===== src/hw/rtl/mrm_pkg.sv =====
// ----------------------------------------------------------------------------
// mrm_pkg
// Shared types, codes and the CRC-16 byte step for the Modbus RTU master.
// ----------------------------------------------------------------------------
package mrm_pkg;

  localparam int REPLY_MAX = 256;
  localparam int CNT_W     = $clog2(REPLY_MAX + 1);
  localparam int REQ_LEN   = 8;
  localparam int HDR_LEN   = 6;
  localparam int SEQ_W     = $clog2(REQ_LEN);
  localparam int HDR_W     = $clog2(HDR_LEN);

  localparam logic [7:0]  FUNC_READ       = 8'h03;
  localparam logic [7:0]  FUNC_WRITE      = 8'h06;
  localparam logic [7:0]  READ_BYTE_COUNT = 8'h02;
  localparam logic [15:0] READ_QTY        = 16'h0001;
  localparam logic [15:0] CRC_INIT        = 16'hFFFF;
  localparam logic [15:0] CRC_POLY        = 16'hA001;
  localparam logic [7:0]  DEV_ADDR_RESET  = 8'h01;

  typedef enum logic [1:0] {
    OP_READ     = 2'd0,
    OP_WRITE    = 2'd1,
    OP_REPLY    = 2'd2,
    OP_NO_REPLY = 2'd3
  } op_t;

  typedef enum logic [1:0] {
    PEND_IDLE  = 2'd0,
    PEND_READ  = 2'd1,
    PEND_WRITE = 2'd2
  } pend_t;

  typedef struct packed {
    logic       valid;
    logic [7:0] data;
    logic       last;
  } emit_beat_t;

  typedef struct packed {
    logic        valid;
    logic        failed;
    logic [15:0] value;
  } reply_res_t;

  // Reflected CRC-16, one byte
  function automatic logic [15:0] crc_byte(input logic [15:0] crc_in, input logic [7:0] b);
    logic [15:0] c;
    c = crc_in ^ {8'h00, b};
    for (int i = 0; i < 8; i++) begin
      c = c[0] ? ((c >> 1) ^ CRC_POLY) : (c >> 1);
    end
    return c;
  endfunction

endpackage


===== src/hw/rtl/mrm_emitter.sv =====
// ----------------------------------------------------------------------------
// mrm_emitter
// Builds the request header and sends it one byte per beat, folding each
// header byte into the CRC as it goes out, then sends the CRC low byte first.
// ----------------------------------------------------------------------------
module mrm_emitter import mrm_pkg::*; (
  input  logic        clk,
  input  logic        rst,
  input  logic        start,
  input  logic [7:0]  dev_addr,
  input  logic        is_write,
  input  logic [15:0] reg_address,
  input  logic [15:0] reg_value,
  input  logic        advance,
  output emit_beat_t  beat,
  output logic        busy,
  output logic [7:0]  req_bytes [HDR_LEN]
);

  logic             active;
  logic [SEQ_W-1:0] seq;
  logic [15:0]      crc;
  logic [7:0]       hdr [HDR_LEN];
  logic             in_hdr;

  assign in_hdr = seq < SEQ_W'(HDR_LEN);

  always_ff @(posedge clk) begin
    if (rst) begin
      active <= 1'b0;
      seq    <= '0;
    end else if (start) begin
      active <= 1'b1;
      seq    <= '0;
    end else if (advance) begin
      seq <= seq + SEQ_W'(1);
      if (beat.last) begin
        active <= 1'b0;
      end
    end
  end

  always_ff @(posedge clk) begin
    if (start) begin
      crc    <= CRC_INIT;
      hdr[0] <= dev_addr;
      hdr[1] <= is_write ? FUNC_WRITE : FUNC_READ;
      hdr[2] <= reg_address[15:8];
      hdr[3] <= reg_address[7:0];
      hdr[4] <= is_write ? reg_value[15:8] : READ_QTY[15:8];
      hdr[5] <= is_write ? reg_value[7:0] : READ_QTY[7:0];
    end else if (advance && in_hdr) begin
      crc <= crc_byte(crc, hdr[seq[HDR_W-1:0]]);
    end
  end

  always_comb begin
    beat.valid = active;
    beat.last  = seq == SEQ_W'(REQ_LEN - 1);
    if (in_hdr) begin
      beat.data = hdr[seq[HDR_W-1:0]];
    end else if (seq == SEQ_W'(HDR_LEN)) begin
      beat.data = crc[7:0];
    end else begin
      beat.data = crc[15:8];
    end
  end

  assign busy      = active;
  assign req_bytes = hdr;

endmodule


===== src/hw/rtl/mrm_reply.sv =====
// ----------------------------------------------------------------------------
// mrm_reply
// Transaction tracker: pending operation, reply byte count, echo check and
// captured read value; produces the completion result.
// ----------------------------------------------------------------------------
module mrm_reply import mrm_pkg::*; (
  input  logic       clk,
  input  logic       rst,
  input  logic       take,
  input  op_t        op,
  input  logic [7:0] rx_byte,
  input  logic       rx_last,
  input  logic [7:0] req_bytes [HDR_LEN],
  output reply_res_t res
);

  pend_t            pend, pend_next;
  logic [CNT_W-1:0] cnt, cnt_next, upd_cnt;
  logic             match, match_next, upd_match;
  logic [15:0]      cap, cap_next, upd_cap;
  logic             ok;

  // Effect of one reply byte on the reply state
  always_comb begin
    upd_cnt   = cnt;
    upd_match = match;
    upd_cap   = cap;
    if (cnt < CNT_W'(REPLY_MAX)) begin
      upd_cnt = cnt + CNT_W'(1);
      if (pend == PEND_WRITE) begin
        if (cnt < CNT_W'(HDR_LEN) && rx_byte != req_bytes[cnt[HDR_W-1:0]]) begin
          upd_match = 1'b0;
        end
      end else begin
        if (cnt == CNT_W'(0) && rx_byte != req_bytes[0]) upd_match = 1'b0;
        if (cnt == CNT_W'(1) && rx_byte != FUNC_READ) upd_match = 1'b0;
        if (cnt == CNT_W'(2) && rx_byte != READ_BYTE_COUNT) upd_match = 1'b0;
        if (cnt == CNT_W'(3)) upd_cap = {rx_byte, cap[7:0]};
        if (cnt == CNT_W'(4)) upd_cap = {cap[15:8], rx_byte};
      end
    end
  end

  // Next state
  always_comb begin
    pend_next  = pend;
    cnt_next   = cnt;
    match_next = match;
    cap_next   = cap;
    if (take) begin
      unique case (op)
        OP_READ: begin
          pend_next  = PEND_READ;
          cnt_next   = '0;
          match_next = 1'b1;
          cap_next   = '0;
        end
        OP_WRITE: begin
          pend_next  = PEND_WRITE;
          cnt_next   = '0;
          match_next = 1'b1;
          cap_next   = '0;
        end
        OP_NO_REPLY: begin
          if (pend != PEND_IDLE) begin
            pend_next  = PEND_IDLE;
            cnt_next   = '0;
            match_next = 1'b1;
            cap_next   = '0;
          end
        end
        OP_REPLY: begin
          if (pend != PEND_IDLE) begin
            if (rx_last) begin
              pend_next  = PEND_IDLE;
              cnt_next   = '0;
              match_next = 1'b1;
              cap_next   = '0;
            end else begin
              cnt_next   = upd_cnt;
              match_next = upd_match;
              cap_next   = upd_cap;
            end
          end
        end
        default: pend_next = pend;
      endcase
    end
  end

  // Completion result
  always_comb begin
    if (pend == PEND_WRITE) begin
      ok = upd_cnt >= CNT_W'(8) && upd_match;
    end else begin
      ok = upd_cnt >= CNT_W'(7) && upd_match;
    end
    res.valid  = pend != PEND_IDLE && (op == OP_NO_REPLY || (op == OP_REPLY && rx_last));
    res.failed = op == OP_NO_REPLY || !ok;
    res.value  = (op == OP_REPLY && pend == PEND_READ && ok) ? upd_cap : 16'h0000;
  end

  always_ff @(posedge clk) begin
    if (rst) begin
      pend  <= PEND_IDLE;
      cnt   <= '0;
      match <= 1'b1;
      cap   <= '0;
    end else begin
      pend  <= pend_next;
      cnt   <= cnt_next;
      match <= match_next;
      cap   <= cap_next;
    end
  end

endmodule


===== src/hw/rtl/modbus_rtu_register_master.sv =====
// ----------------------------------------------------------------------------
// modbus_rtu_register_master
// Modbus RTU master for one holding register: sends read/write requests and
// checks the reply.
// ----------------------------------------------------------------------------
//  channel  | handshake          | beat
//  ---------+--------------------+---------------------------------------------
//  in       | in_valid/in_stall  | operation, reg_address, reg_value, rx_byte,
//           |                    | rx_last
//  out      | out_valid/out_stall| kind, tx_byte, tx_last, failed, read_value
//  cfg      | cfg_write          | cfg_data (device address)
//
//  Reply and no-reply beats: one beat per cycle while the emitter is idle
//  and the output is not stalled. A request occupies the byte emitter for
//  8 output beats, during which later input beats wait in the input register.
//  Output register decouples the sides: an input beat with no result is
//  taken while a result waits. rst is synchronous; device address resets to 1.
// ----------------------------------------------------------------------------
module modbus_rtu_register_master import mrm_pkg::*; (
  input  logic        clk,
  input  logic        rst,
  input  logic        cfg_write,
  input  logic [7:0]  cfg_data,
  input  logic        in_valid,
  output logic        in_stall,
  input  logic [1:0]  operation,
  input  logic [15:0] reg_address,
  input  logic [15:0] reg_value,
  input  logic [7:0]  rx_byte,
  input  logic        rx_last,
  output logic        out_valid,
  input  logic        out_stall,
  output logic        kind,
  output logic [7:0]  tx_byte,
  output logic        tx_last,
  output logic        failed,
  output logic [15:0] read_value
);

  logic        [7:0]  device_address;
  logic               a_valid;
  op_t                a_op;
  logic        [15:0] a_addr;
  logic        [15:0] a_val;
  logic        [7:0]  a_rx;
  logic               a_last;
  logic               a_take;
  logic               a_is_req;
  logic               out_free;
  logic               em_busy;
  logic               em_adv;
  emit_beat_t         beat;
  reply_res_t         res;
  logic        [7:0]  req_bytes [HDR_LEN];

  always_ff @(posedge clk) begin
    if (rst) begin
      device_address <= DEV_ADDR_RESET;
    end else if (cfg_write) begin
      device_address <= cfg_data;
    end
  end

  assign out_free = !out_valid || !out_stall;
  assign a_is_req = a_op == OP_READ || a_op == OP_WRITE;
  assign a_take   = a_valid && !em_busy && (!res.valid || out_free);
  assign em_adv   = beat.valid && out_free;
  assign in_stall = a_valid && !a_take;

  // Input register
  always_ff @(posedge clk) begin
    if (rst) begin
      a_valid <= 1'b0;
    end else if (!a_valid || a_take) begin
      a_valid <= in_valid;
    end
  end

  always_ff @(posedge clk) begin
    if (in_valid && !in_stall) begin
      a_op   <= op_t'(operation);
      a_addr <= reg_address;
      a_val  <= reg_value;
      a_rx   <= rx_byte;
      a_last <= rx_last;
    end
  end

  mrm_emitter u_emitter (
    .clk         (clk),
    .rst         (rst),
    .start       (a_take && a_is_req),
    .dev_addr    (device_address),
    .is_write    (a_op == OP_WRITE),
    .reg_address (a_addr),
    .reg_value   (a_val),
    .advance     (em_adv),
    .beat        (beat),
    .busy        (em_busy),
    .req_bytes   (req_bytes)
  );

  mrm_reply u_reply (
    .clk       (clk),
    .rst       (rst),
    .take      (a_take),
    .op        (a_op),
    .rx_byte   (a_rx),
    .rx_last   (a_last),
    .req_bytes (req_bytes),
    .res       (res)
  );

  // Output register
  always_ff @(posedge clk) begin
    if (rst) begin
      out_valid <= 1'b0;
    end else if (out_free) begin
      out_valid <= em_adv || (a_take && res.valid);
    end
  end

  always_ff @(posedge clk) begin
    if (em_adv) begin
      kind       <= 1'b0;
      tx_byte    <= beat.data;
      tx_last    <= beat.last;
      failed     <= 1'b0;
      read_value <= 16'h0000;
    end else if (a_take && res.valid) begin
      kind       <= 1'b1;
      tx_byte    <= 8'h00;
      tx_last    <= 1'b0;
      failed     <= res.failed;
      read_value <= res.value;
    end
  end

endmodule


===== config.mk =====
export PLATFORM = sky130hd
export DESIGN_NAME = modbus_rtu_register_master
export DESIGN_NICKNAME = d
export VERILOG_FILES = /design/src/hw/rtl/mrm_pkg.sv /design/src/hw/rtl/mrm_emitter.sv /design/src/hw/rtl/mrm_reply.sv /design/src/hw/rtl/modbus_rtu_register_master.sv
export SDC_FILE = /design/constraint.sdc
export NUM_CORES = 1
export LEC_CHECK = 0
export ABC_AREA = 1
export BUFFER_PORTS_ARGS = -buffer_cell sky130_fd_sc_hd__buf_2
export CAP_MARGIN = 20
export CORE_MARGIN = 3
export CORE_UTILIZATION = 60
export DETAILED_ROUTE_END_ITERATION = 8
export PLACE_DENSITY = 0.81
export SYNTH_ARGS = -nofsm -noshare
export SYNTH_HDL_FRONTEND = slang
export SYNTH_SLANG_ARGS = --single-unit

===== constraint.sdc =====
create_clock -name clk -period 11.35 [get_ports clk]
set_input_delay 2.27 -clock clk [delete_from_list [all_inputs] [get_ports clk]]
set_output_delay 2.27 -clock clk [all_outputs]
set_load 0.005 [all_outputs]

==> results.txt, run 1 <==
----------------------------------------------------
[Min path]
  Class of the tightest hold or removal check ... flop to flop

[Finish]
  Post-Layout Inst Area ... 0.00911 mm2
  Non-filler cells in the finished layout ... 1137
  ANT cells ... 0
  Nets ... just over 1000
  Share of final-layout standard cells stronger than drive strength 1 ... 17.2%
  Area added between synthesis and finish ... 14.1%

[Timing]
  Period minus WS final ... 5.54 ns
  Period utilization ... about half
  Transition at the pin with the smallest max-transition slack ... slightly above 1 ns
  Rel. slew slack ... between 30% and 40%
  Count of final hold-check violations ... 0
  Achievable Freq ... 181 MHz
  RSZ-0062 raised after global routing ... false
  Setup TNS ... 0 ns
  Setup clock skew after layout ... approximately 0.011 ns
  # setup viols final ... 0
  Max-slew violation count ... 0

[Synth]
  Cell area after synthesis ... roughly 0.0080 mm2
  Fraction of registers with async set or reset after synthesis ... 0%
  Count of synthesis-stage warnings from yosys ... 0
  Synth Net Count ... roughly 930
  Mean instance size in the synthesized netlist ... between 9 and 10 um2
  Library cell occupying the most area in the post-synthesis netlist ... sky130_fd_sc_hd__edfxtp_1
  Compound-Gate Fraction of Synth Area ... 12.3%
  Most common cell in the synthesized netlist ... sky130_fd_sc_hd__nand2_1
  Multiplexer area fraction after synthesis ... 1.75%
  Post-Synth XOR/XNOR Area ... under 10%
  Adder-cell share of the synthesized area ... 1.10%
  Post-synthesis share of cell area spent on and, or, nand and nor gates ... 20.0%
  Synth top area cells ... sky130_fd_sc_hd__edfxtp_1, sky130_fd_sc_hd__dfxtp_1, sky130_fd_sc_hd__nand2_1
  Number of distinct library cells after synthesis ... 53
  Post-synthesis sequential area ratio ... 54.4%
  Most used flip-flop cell after synthesis ... sky130_fd_sc_hd__edfxtp_1
  Post-synth top area share ... 35.3%
  Count of flip-flops with a built-in enable after synthesis ... 94
  Gate count after technology mapping ... 871
  FF+latch count, synth ... 170
  Main combinational cell family by area after synthesis ... simple AND/OR/NAND/NOR gates
  Post-synth top cells ... sky130_fd_sc_hd__nand2_1, sky130_fd_sc_hd__nor2_1, sky130_fd_sc_hd__inv_1

[Global route]
  Overflow left after global routing ... 0
  Vias in the first global route ... 5788
  Global router's overall resource usage ... around 25%
  Maximum number of pins on one net before global-route repair ... 44
  Initial antenna violation count ... 0
  Wire length of the first global-routing pass ... 28400 um

[Pwr]
  Sequential Power Share ... 47.4%
  Final Power ... about 1500 uW
  Combinational share of power ... 16.0%
  Clock share of power ... roughly 37%
  Fraction of power spent switching nets ... 28.2%
  Internal power ... 1090 uW
  Total net switching power ... 426 uW
  Leakage power figure ... 0.00404 uW
  Worst IR drop on VDD ... approximately 0.00012 V
  Power density cells ... 166 mW/mm2

[Floorplan]
  Die Y ... about 120 um
  Horiz. Die Dim ... 121 um
  Number of core rows ... 41
  Starting density of the core ... 62.3%
  Die area ... 0.0147 mm2
  Total I/O pin count ... 85
  Standard cell core area ... approximately 0.013 mm2

[Clock tree]
  Clock latency on the worst-skew pair ... 0.43 ns
  CTS Root Buffer Type ... sky130_fd_sc_hd__clkbuf_16
  Total of hold buffers inserted after clock tree synthesis ... 0
  Number of clock buffers inserted by TritonCTS ... 17
  TritonCTS clock tree ... built
  Post-CTS setup repair buffer count ... 0
  Number of clock sinks ... 170
  Total of cells resized after clock tree synthesis ... 0
  Reg clk slew, reported paths ... approximately 0.070 ns
  H-tree levels ... 4
  Maximum buffer depth of the clock tree ... 2

[Route]
  Vias per Instance ... between 5 and 6
  1st-iter DRT viols ... approximately 680
  Count of antenna-violating nets left after detailed routing ... 0
  Number of search-and-repair iterations in the first detailed-routing pass ... 5
  Post-detailed-route DRC marker count ... 0
  Avg WL per Cell ... 15.3 um
  DR vias ... around 6300
  Sum of routed wire length over all layers ... 17400 um

[Placement]
  Half-perimeter wire length after placement ... 12200 um
  Post-placement cell count ... 1104
  Placed inst area ... 0.00852 mm2
  Global placement routability congestion ... roughly 0.94
  IO Port Bufs ... 84

[Setup path]
  Required time at the worst-slack endpoint ... 9.08 ns
  Worst Setup Path Type ... input port to output port
  Setup crit end kind ... output port
  Type of element launching the critical path ... input port
  Highest net fanout along the worst path ... 3
  Data arrival time of the worst path ... ~3.3 ns

[Flow run]
  Max-cap viol count ... 0

[Run status]
  Outcome ... finished clean

----------------------------------------------------
-- flip-flops by register name (all words and copies together), names as in the netlist, 2 cells and up --
register,cells
u_emitter.req_bytes,42
a_addr,16
a_val,16
read_value,16
u_emitter.crc,16
u_reply.cap,16
u_reply.cnt,9
a_rx,8
device_address,8
tx_byte,8
u_emitter.seq,3
a_op,2
u_reply.pend,2
-- metrics by stage --
| step | worst slack, ns | util [%] | hold WS [ns] |
|---|---|---|---|
| after floorplan | 5.73 | - | 0.400 |
| after global placement | 5.83 | 66.5 | 0.402 |
| after detailed placement | 5.83 | 66.5 | 0.409 |
| after CTS | 5.82 | 70.9 | 0.421 |
| after global routing | 5.71 | 71.0 | 0.437 |
| final | 5.81 | 71.0 | 0.419 |
-- cells by family after synthesis --
| family | after synthesis |
|---|---|
| DFF | 170 |
| adders and majority gates | 7 |
| and+or+nand+nor | 351 |
| buffers and inverters | 142 |
| xor gates and xnor gates | 26 |
| AOI/OAI and AO/OA | 161 |
| muxes | 14 |
-- layer usage --
| metal | global-route usage, % | part of all wire, % | vias to the layer above |
|---|---|---|---|
| li1 | - | - | 3091 |
| met2 | 36.2 | 46 | 251 |
| met4 | 11.6 | 3.0 | 0 |
| met5 | 0 | 0 | - |
| met3 | 6.43 | 7.2 | 41 |
| met1 | 34.3 | 44 | 2929 |
-- final cells by class --
| class | instances | area, um2 |
|---|---|---|
| Sequential cell | 170 | 4340 |
| Fill cell | 980 | 3720 |
| Multi-Input combinational cell | 559 | 3080 |
| Timing Repair Buffer | 90 | 478 |
| Clock buffer | 18 | 429 |
| Inverter | 114 | 428 |
| Tap cell | 172 | 215 |
| Clock inverter | 14 | 135 |
-- worst max-delay path, cell delays in order --
cell and delay (ns):
sky130_fd_sc_hd__buf_2 0.08, sky130_fd_sc_hd__nand2_1 0.06, sky130_fd_sc_hd__inv_1 0.08, sky130_fd_sc_hd__nand4_1 0.09, sky130_fd_sc_hd__nand2_1 0.17, sky130_fd_sc_hd__inv_2 0.06, sky130_fd_sc_hd__nor2_1 0.28, sky130_fd_sc_hd__buf_2 0.18
-- worst paths after layout --
path	from	endpoint	slack, ns	cells after the start
worst max-delay path	out_stall	in_stall	5.81	8
worst min-delay path	a_addr[13]	u_emitter.req_bytes[29]	0.42	0
worst max register to register	u_reply.cnt[0]	read_value[5]	7.75	13
worst min register to register	a_addr[13]	u_emitter.req_bytes[29]	0.42	0
-- layout by cell type, fill, tap and decap left out, drive strengths merged --
cell,count
ha,7
nor2,108
nor4,5
a31o,1
o311ai,1
edfxtp,94
inv,118
a211oi,1
o21a,1
a21oi,35
nand3,66
clkinv,9
nand4,8
o32ai,2
buf,90
o221ai,4
a22oi,3
dfxtp,76
and2,1
mux2i,14
xor2,21
o21ai,76
bufinv,1
nand2,151
clkbuf,18
nand3b,2
a2bb2oi,15
or2,3
xnor2,5
a211o,1
nor3,5
a31oi,1
o22ai,2
nor3b,2
o211ai,18
-- power groups by stage --
| stage | registers, uW | logic, uW | clock network, uW |
|---|---|---|---|
| floorplan | 723 | 187 | 0 |
| finish | 717 | 242 | 553 |
| CTS | 717 | 240 | 559 |
| detailed placement | 730 | 236 | 0 |
| global placement | 729 | 230 | 0 |
| global route | 721 | 271 | 591 |
Power figures use the tool's default switching activity.
==> run 2, diff against run 1 <==
--- a/config.mk
+++ b/config.mk
@@ -9,9 +9,9 @@
 export BUFFER_PORTS_ARGS = -buffer_cell sky130_fd_sc_hd__buf_2
 export CAP_MARGIN = 20
 export CORE_MARGIN = 3
-export CORE_UTILIZATION = 60
+export CORE_UTILIZATION = 53
 export DETAILED_ROUTE_END_ITERATION = 8
-export PLACE_DENSITY = 0.81
+export PLACE_DENSITY = 0.76
 export SYNTH_ARGS = -nofsm -noshare
 export SYNTH_HDL_FRONTEND = slang
 export SYNTH_SLANG_ARGS = --single-unit
==> constraint.sdc (replaced) <==
create_clock -name clk -period 4.9 [get_ports clk]
set_input_delay 0.98 -clock clk [delete_from_list [all_inputs] [get_ports clk]]
set_output_delay 0.98 -clock clk [all_outputs]
set_load 0.005 [all_outputs]
==> run 2 against run 1 <==
  * Non-clock buffer count up 1
  * Clock power rose by 140%
  * Hold slack better by 0.00065 ns
  * Count of clock-buffer cells in the layout grew 3
  * Critical endpoint is now read_value[0]
  * Largest power group unchanged
  * Highest routed layer unchanged
==> results.txt, run 2 (synthesis gave the netlist of run 1 again) <==
----------------------------------------------------
[Setup path]
  Required time at the worst-slack endpoint ... 5.27 ns (was 9.08 ns)
  Worst Setup Path Type ... flop to flop (was input port to output port)
  End of the worst register-to-register path ... read_value[0] (was read_value[5])
  Highest net fanout along the worst path ... 16 (was 3)
  CP Launch Point ... u_reply.cnt[2] (was out_stall)
  Worst r2r path cells ... 12 (was 13)
  Setup crit end kind ... flop (was output port)
  Data arrival time of the worst path ... 3.48 ns (was 3.27 ns)
  Slack of the worst reg-to-reg path ... 1.79 ns (was 7.75 ns)
  Type of element launching the critical path ... flop (was input port)
  Startpoint of the worst-slack reg-to-reg timing path ... u_reply.cnt[2] (was u_reply.cnt[0])

[Finish]
  Area added between synthesis and finish ... 14.6% (was 14.1%)
  Commonest cells after routing, fill and taps aside ... sky130_fd_sc_hd__nand2_1, sky130_fd_sc_hd__nor2_1, sky130_fd_sc_hd__inv_1, sky130_fd_sc_hd__edfxtp_1, sky130_fd_sc_hd__buf_2 (unchanged)
  Share of final-layout standard cells stronger than drive strength 1 ... 17.5% (was 17.2%)
  ANT cells ... 0 (unchanged)
  Flip-flop count of the largest register, all copies and words added ... 42 (unchanged)
  Leading cell type in the layout, fill and taps excluded ... sky130_fd_sc_hd__nand2_1 (unchanged)
  Fill cell instance count of the final layout ... 1211 (was 980)
  Nets ... 1016 (was 1015)

[Min path]
  Origin of the worst min-delay path ... a_addr[10] (was a_addr[13])
  Class of the tightest hold or removal check ... flop to flop (unchanged)
  Hold EP ... u_emitter.req_bytes[26] (was u_emitter.req_bytes[29])
  Hold depth ... 0 (unchanged)

[Timing]
  Transition at the pin with the smallest max-transition slack ... 0.745 ns (was 1.02 ns)
  Setup clock skew after layout ... 0.0176 ns (was 0.0108 ns)
  # setup viols final ... 0 (unchanged)
  Count of final hold-check violations ... 0 (unchanged)
  Period minus WS final ... 3.11 ns
  Rel. slew slack ... 50.2% (was 31.9%)
  Worst-case setup margin in the final layout ... 1.79 ns (was 5.81 ns)
  Period utilization ... 63.4%
  Achievable Freq ... 322 MHz
  Setup TNS ... 0 ns (unchanged)
  Max-slew violation count ... 0 (unchanged)
  RSZ-0062 raised after global routing ... false (unchanged)

[Clock tree]
  Total of cells resized after clock tree synthesis ... 0 (unchanged)
  Reg clk slew, reported paths ... 0.06 ns (was 0.07 ns)
  Number of clock buffers inserted by TritonCTS ... 17 (unchanged)
  CTS Root Buffer Type ... sky130_fd_sc_hd__clkbuf_16 (unchanged)
  Maximum buffer depth of the clock tree ... 2 (unchanged)
  Number of clock sinks ... 170 (unchanged)
  Clock latency on the worst-skew pair ... 0.44 ns (was 0.43 ns)
  TritonCTS clock tree ... built (unchanged)
  Total of hold buffers inserted after clock tree synthesis ... 0 (unchanged)
  Post-CTS setup repair buffer count ... 0 (unchanged)
  H-tree levels ... 4 (unchanged)

[Route]
  Sum of routed wire length over all layers ... 16800 um (was 17400 um)
  Avg WL per Cell ... 14.6 um (was 15.3 um)
  Number of search-and-repair iterations in the first detailed-routing pass ... 6 (was 5)
  DR vias ... 6166 (was 6312)
  Vias per Instance ... 5.36 (was 5.55)
  Post-detailed-route DRC marker count ... 0 (unchanged)
  Count of antenna-violating nets left after detailed routing ... 0 (unchanged)
  1st-iter DRT viols ... 701 (was 677)

[Floorplan]
  Total I/O pin count ... 85 (unchanged)
  Number of core rows ... 44 (was 41)
  Standard cell core area ... 0.0146 mm2 (was 0.0128 mm2)
  Starting density of the core ... 54.5% (was 62.3%)
  Die Y ... 129 um (was 121 um)
  Die area ... 0.0166 mm2 (was 0.0147 mm2)
  Horiz. Die Dim ... 129 um (was 121 um)

[Global route]
  Maximum number of pins on one net before global-route repair ... 44 (unchanged)
  Vias in the first global route ... 5822 (was 5788)
  Wire length of the first global-routing pass ... 28100 um (was 28400 um)
  Global router's overall resource usage ... 21.2% (was 24.6%)
  Overflow left after global routing ... 0 (unchanged)
  Initial antenna violation count ... 0 (unchanged)

[Placement]
  Pre-CTS worst setup slack ... 1.41 ns (was 5.83 ns)
  Half-perimeter wire length after placement ... 12100 um (was 12200 um)
  Global placement routability congestion ... 0.866 (was 0.939)
  IO Port Bufs ... 84 (unchanged)

[Run status]
  Outcome ... finished clean (unchanged)

[Flow run]
  Max-cap viol count ... 0 (unchanged)

[Pwr]
  Worst IR drop on VDD ... 0.000328 V (was 0.000118 V)
  Final Power ... 3540 uW (was 1510 uW)
  Power density cells ... 386 mW/mm2 (was 166 mW/mm2)
  Leakage power figure ... 0.00406 uW (was 0.00404 uW)

----------------------------------------------------
-- run 2: changes by cell type in the layout (fill, tap and decap cells not counted), sizes merged --
cell and change:
clkbuf +3, bufinv -1, clkinv -4, buf +1, inv +1, clkinvlp +1
-- run 2: how the worst max path moves through the flow --
| stage | end | slack, ns | depth (start not counted) |
|---|---|---|---|
| detailed placement | read_value[15] | 1.41 | 11 |
| global placement | read_value[10] | 1.55 | 11 |
| global route | read_value[5] | 1.47 | 12 |
| CTS | read_value[15] | 1.81 | 9 |
| finish | read_value[0] | 1.79 | 12 |
| floorplan | u_emitter.crc[14] | 0.57 | 8 |
-- run 2: area by class of cell --
| class | count | area [um2] | share of cell area (%) |
|---|---|---|---|
| clock buffers | 21 | 493 | 5.38 |
| clock inverters | 11 | 96.3 | 1.05 |
| inverters | 114 | 428 | 4.67 |
| multi-input cells | 559 | 3080 | 33.6 |
| flip-flops and latches | 170 | 4340 | 47.4 |
| well taps | 184 | 230 | 2.51 |
| repair buffers | 91 | 485 | 5.30 |
-- run 2: per-layer routing --
layer	GRT usage (%)	vias to the layer above	part of all wire, %
li1	-	3091	-
met2	31.7	223	45
met3	4.94	28	7.5
met4	8.03	0	2.3
met1	30.2	2824	45
met5	0	-	0
-- run 2: stage by stage --
step / utilization, % / hold slack (ns) / area, um2 / instances
after global routing: 62.5 / 0.431 / 9160 / 1150
final: 62.5 / 0.420 / 9160 / 1150
after CTS: 62.5 / 0.423 / 9160 / 1150
after global placement: 58.4 / 0.404 / 8550 / 1117
after floorplan: - / 0.400 / 7990 / 871
after detailed placement: 58.5 / 0.407 / 8570 / 1118
-- run 2: report_power, final --
| part | leakage (uW) | total (uW) | internal [uW] | switching (uW) |
|---|---|---|---|---|
| clock network | 0.000291 | 1310 | 740 | 572 |
| registers | 0.00152 | 1660 | 1610 | 52.4 |
| logic | 0.00225 | 563 | 193 | 370 |
| total | 0.00406 | 3540 | 2540 | 995 |
-- run 2: worst max-delay path, stage by stage (launching register included) --
cell,delay [ns]
sky130_fd_sc_hd__dfxtp_1,0.37
sky130_fd_sc_hd__inv_1,0.21
sky130_fd_sc_hd__nor2_1,0.41
sky130_fd_sc_hd__o21ai_0,0.15
sky130_fd_sc_hd__o21ai_0,0.39
sky130_fd_sc_hd__xnor2_1,0.17
sky130_fd_sc_hd__nand4_1,0.11
sky130_fd_sc_hd__o21ai_1,0.17
sky130_fd_sc_hd__nand3_1,0.08
sky130_fd_sc_hd__o21ai_1,0.19
sky130_fd_sc_hd__and2_1,0.54
sky130_fd_sc_hd__nand3_1,0.16
sky130_fd_sc_hd__nand2_1,0.09
==> run 3, diff against run 2 <==
--- a/config.mk
+++ b/config.mk
@@ -9,9 +9,9 @@
 export BUFFER_PORTS_ARGS = -buffer_cell sky130_fd_sc_hd__buf_2
 export CAP_MARGIN = 20
 export CORE_MARGIN = 3
-export CORE_UTILIZATION = 53
+export CORE_UTILIZATION = 59
 export DETAILED_ROUTE_END_ITERATION = 8
-export PLACE_DENSITY = 0.76
+export PLACE_DENSITY = 0.8
 export SYNTH_ARGS = -nofsm -noshare
 export SYNTH_HDL_FRONTEND = slang
 export SYNTH_SLANG_ARGS = --single-unit
==> constraint.sdc (replaced) <==
create_clock -name clk -period 3 [get_ports clk]
set_input_delay 0.6 -clock clk [delete_from_list [all_inputs] [get_ports clk]]
set_output_delay 0.6 -clock clk [all_outputs]
set_load 0.005 [all_outputs]
==> run 3 against run 2 <==
  * Cell area hardly changed
  * Total power is 62% higher
  * Worst setup slack worse by 1.5 ns
  * Register-to-register slack worse by 1.5 ns
  * First-iteration DRC count is 13% higher
  * Hold slack worse by 0.084 ns
  * Cell count is 0.52% lower
  * Via count is 1.1% higher
  * Global-route usage is 3.3 points higher
  * Critical path type unchanged
==> results.txt, run 3 (synthesis gave the netlist of run 1 again) <==
----------------------------------------------------
[Run status]
  Outcome ... finished clean (unchanged)

[Clock tree]
  Post-CTS setup repair buffer count ... 0 (unchanged)
  Number of clock sinks ... 170 (unchanged)
  Total of cells resized after clock tree synthesis ... 0 (unchanged)
  Reg clk slew, reported paths ... 0.07 ns (was 0.06 ns)
  H-tree levels ... 4 (unchanged)
  Maximum buffer depth of the clock tree ... 2 (unchanged)
  Total of hold buffers inserted after clock tree synthesis ... 0 (unchanged)
  TritonCTS clock tree ... built (unchanged)
  Clock latency on the worst-skew pair ... 0.43 ns (was 0.44 ns)
  CTS Root Buffer Type ... sky130_fd_sc_hd__clkbuf_16 (unchanged)
  Number of clock buffers inserted by TritonCTS ... 17 (unchanged)

[Finish]
  Share of final-layout standard cells stronger than drive strength 1 ... 18.0% (was 17.5%)
  ANT cells ... 0 (unchanged)
  Area added between synthesis and finish ... 14.7% (was 14.6%)
  Nets ... 1022 (was 1016)
  Leading cell type in the layout, fill and taps excluded ... sky130_fd_sc_hd__nand2_1 (unchanged)
  Flip-flop count of the largest register, all copies and words added ... 42 (unchanged)
  Commonest cells after routing, fill and taps aside ... sky130_fd_sc_hd__nand2_1, sky130_fd_sc_hd__nor2_1, sky130_fd_sc_hd__inv_1, sky130_fd_sc_hd__edfxtp_1, sky130_fd_sc_hd__buf_2 (unchanged)

[Timing]
  Achievable Freq ... 371 MHz (was 322 MHz)
  Transition at the pin with the smallest max-transition slack ... 0.720 ns (was 0.745 ns)
  Period utilization ... 89.8% (was 63.4%)
  # setup viols final ... 0 (unchanged)
  Worst hold margin ... 0.337 ns (was 0.420 ns)
  RSZ-0062 raised after global routing ... false (unchanged)
  Rel. slew slack ... 51.6% (was 50.2%)
  Period minus WS final ... 2.69 ns (was 3.11 ns)
  Setup TNS ... 0 ns (unchanged)
  Max-slew violation count ... 0 (unchanged)
  Count of final hold-check violations ... 0 (unchanged)
  Setup clock skew after layout ... 0.0124 ns (was 0.0176 ns)

[Global route]
  Vias in the first global route ... 5915 (was 5822)
  Initial antenna violation count ... 0 (unchanged)
  Maximum number of pins on one net before global-route repair ... 44 (unchanged)
  Overflow left after global routing ... 0 (unchanged)
  Wire length of the first global-routing pass ... 28600 um (was 28100 um)
  Global router's overall resource usage ... 24.5% (was 21.2%)

[Pwr]
  Leakage power figure ... 0.00408 uW (was 0.00406 uW)
  Worst IR drop on VDD ... 0.000579 V (was 0.000328 V)
  Power density cells ... 627 mW/mm2 (was 386 mW/mm2)

[Route]
  Count of antenna-violating nets left after detailed routing ... 0 (unchanged)
  Post-detailed-route DRC marker count ... 0 (unchanged)
  Number of search-and-repair iterations in the first detailed-routing pass ... 5 (was 6)
  Sum of routed wire length over all layers ... 17500 um (was 16800 um)
  Vias per Instance ... 5.45 (was 5.36)
  DR vias ... 6231 (was 6166)
  Avg WL per Cell ... 15.3 um (was 14.6 um)
  1st-iter DRT viols ... 793 (was 701)

[Setup path]
  Worst Setup Path Type ... flop to flop (unchanged)
  Type of element launching the critical path ... flop (unchanged)
  Required time at the worst-slack endpoint ... 3.36 ns (was 5.27 ns)
  Highest net fanout along the worst path ... 16 (unchanged)
  Setup crit end kind ... flop (unchanged)
  Data arrival time of the worst path ... 3.06 ns (was 3.48 ns)

[Flow run]
  Max-cap viol count ... 0 (unchanged)

[Floorplan]
  Starting density of the core ... 61.8% (was 54.5%)
  Standard cell core area ... 0.0129 mm2 (was 0.0146 mm2)
  Die Y ... 122 um (was 129 um)
  Total I/O pin count ... 85 (unchanged)
  Horiz. Die Dim ... 122 um (was 129 um)
  Die area ... 0.0150 mm2 (was 0.0166 mm2)
  Number of core rows ... 41 (was 44)

[Placement]
  Half-perimeter wire length after placement ... 12200 um (was 12100 um)
  Global placement routability congestion ... 0.893 (was 0.866)
  IO Port Bufs ... 84 (unchanged)

[Min path]
  Class of the tightest hold or removal check ... input port to flop (was flop to flop)

----------------------------------------------------
run 3: per-stage QoR:
step           util (%)  setup WS (ns)  std cells  area (um2)  power (uW)
2_1_floorplan         -          0.412        871        8000        3440
3_3_place_gp       66.4          0.483       1112        8580        3640
3_5_place_dp       66.4          0.414       1112        8580        3670
5_1_grt            70.9         0.0593       1144        9160        5990
6_report           70.9          0.307       1144        9160        5750
4_1_cts            70.9          0.371       1144        9160        5760
run 3: worst paths after layout:
check	end	slack [ns]	cells after the start	from
setup reg to reg	read_value[15]	0.31	12	u_reply.cnt[1]
hold reg to reg	u_emitter.req_bytes[23]	0.41	0	a_addr[7]
setup / recovery	read_value[15]	0.31	12	u_reply.cnt[1]
hold / removal	a_addr[5]	0.34	1	reg_address[5]
run 3: critical path: stages, from the launching register on:
cell and delay (ns):
sky130_fd_sc_hd__dfxtp_1 0.42, sky130_fd_sc_hd__nor2_1 0.44, sky130_fd_sc_hd__o21ai_0 0.15, sky130_fd_sc_hd__o21ai_0 0.35, sky130_fd_sc_hd__xnor2_1 0.17, sky130_fd_sc_hd__nand4_1 0.10, sky130_fd_sc_hd__o21ai_1 0.15, sky130_fd_sc_hd__nand3_1 0.08
sky130_fd_sc_hd__o21ai_1 0.17, sky130_fd_sc_hd__and2_1 0.17, sky130_fd_sc_hd__buf_4 0.21, sky130_fd_sc_hd__nand4_1 0.12, sky130_fd_sc_hd__nand2_1 0.10
run 3: cell type report:
| cell class | instances | area (um2) |
|---|---|---|
| clock buffers | 18 | 450 |
| well taps | 172 | 215 |
| repair buffers | 97 | 518 |
| multi-input cells | 559 | 3080 |
| flip-flops and latches | 170 | 4340 |
| clock inverters | 14 | 125 |
| inverters | 114 | 428 |
| fillers | 978 | 3770 |
run 3: routing by layer:
layer / track usage, % / part of all wire, % / up-vias
li1: - / - / 3098
met1: 34.1 / 45 / 2842
met2: 38.5 / 46 / 256
met3: 4.75 / 6.7 / 35
met4: 8.82 / 2.4 / 0
met5: 0 / 0 / -
run 3: power breakdown:
group          switching, uW  internal [uW]
Clock                    964           1140
Sequential              87.5           2630
Combinational            607            315
Total                   1660           4090
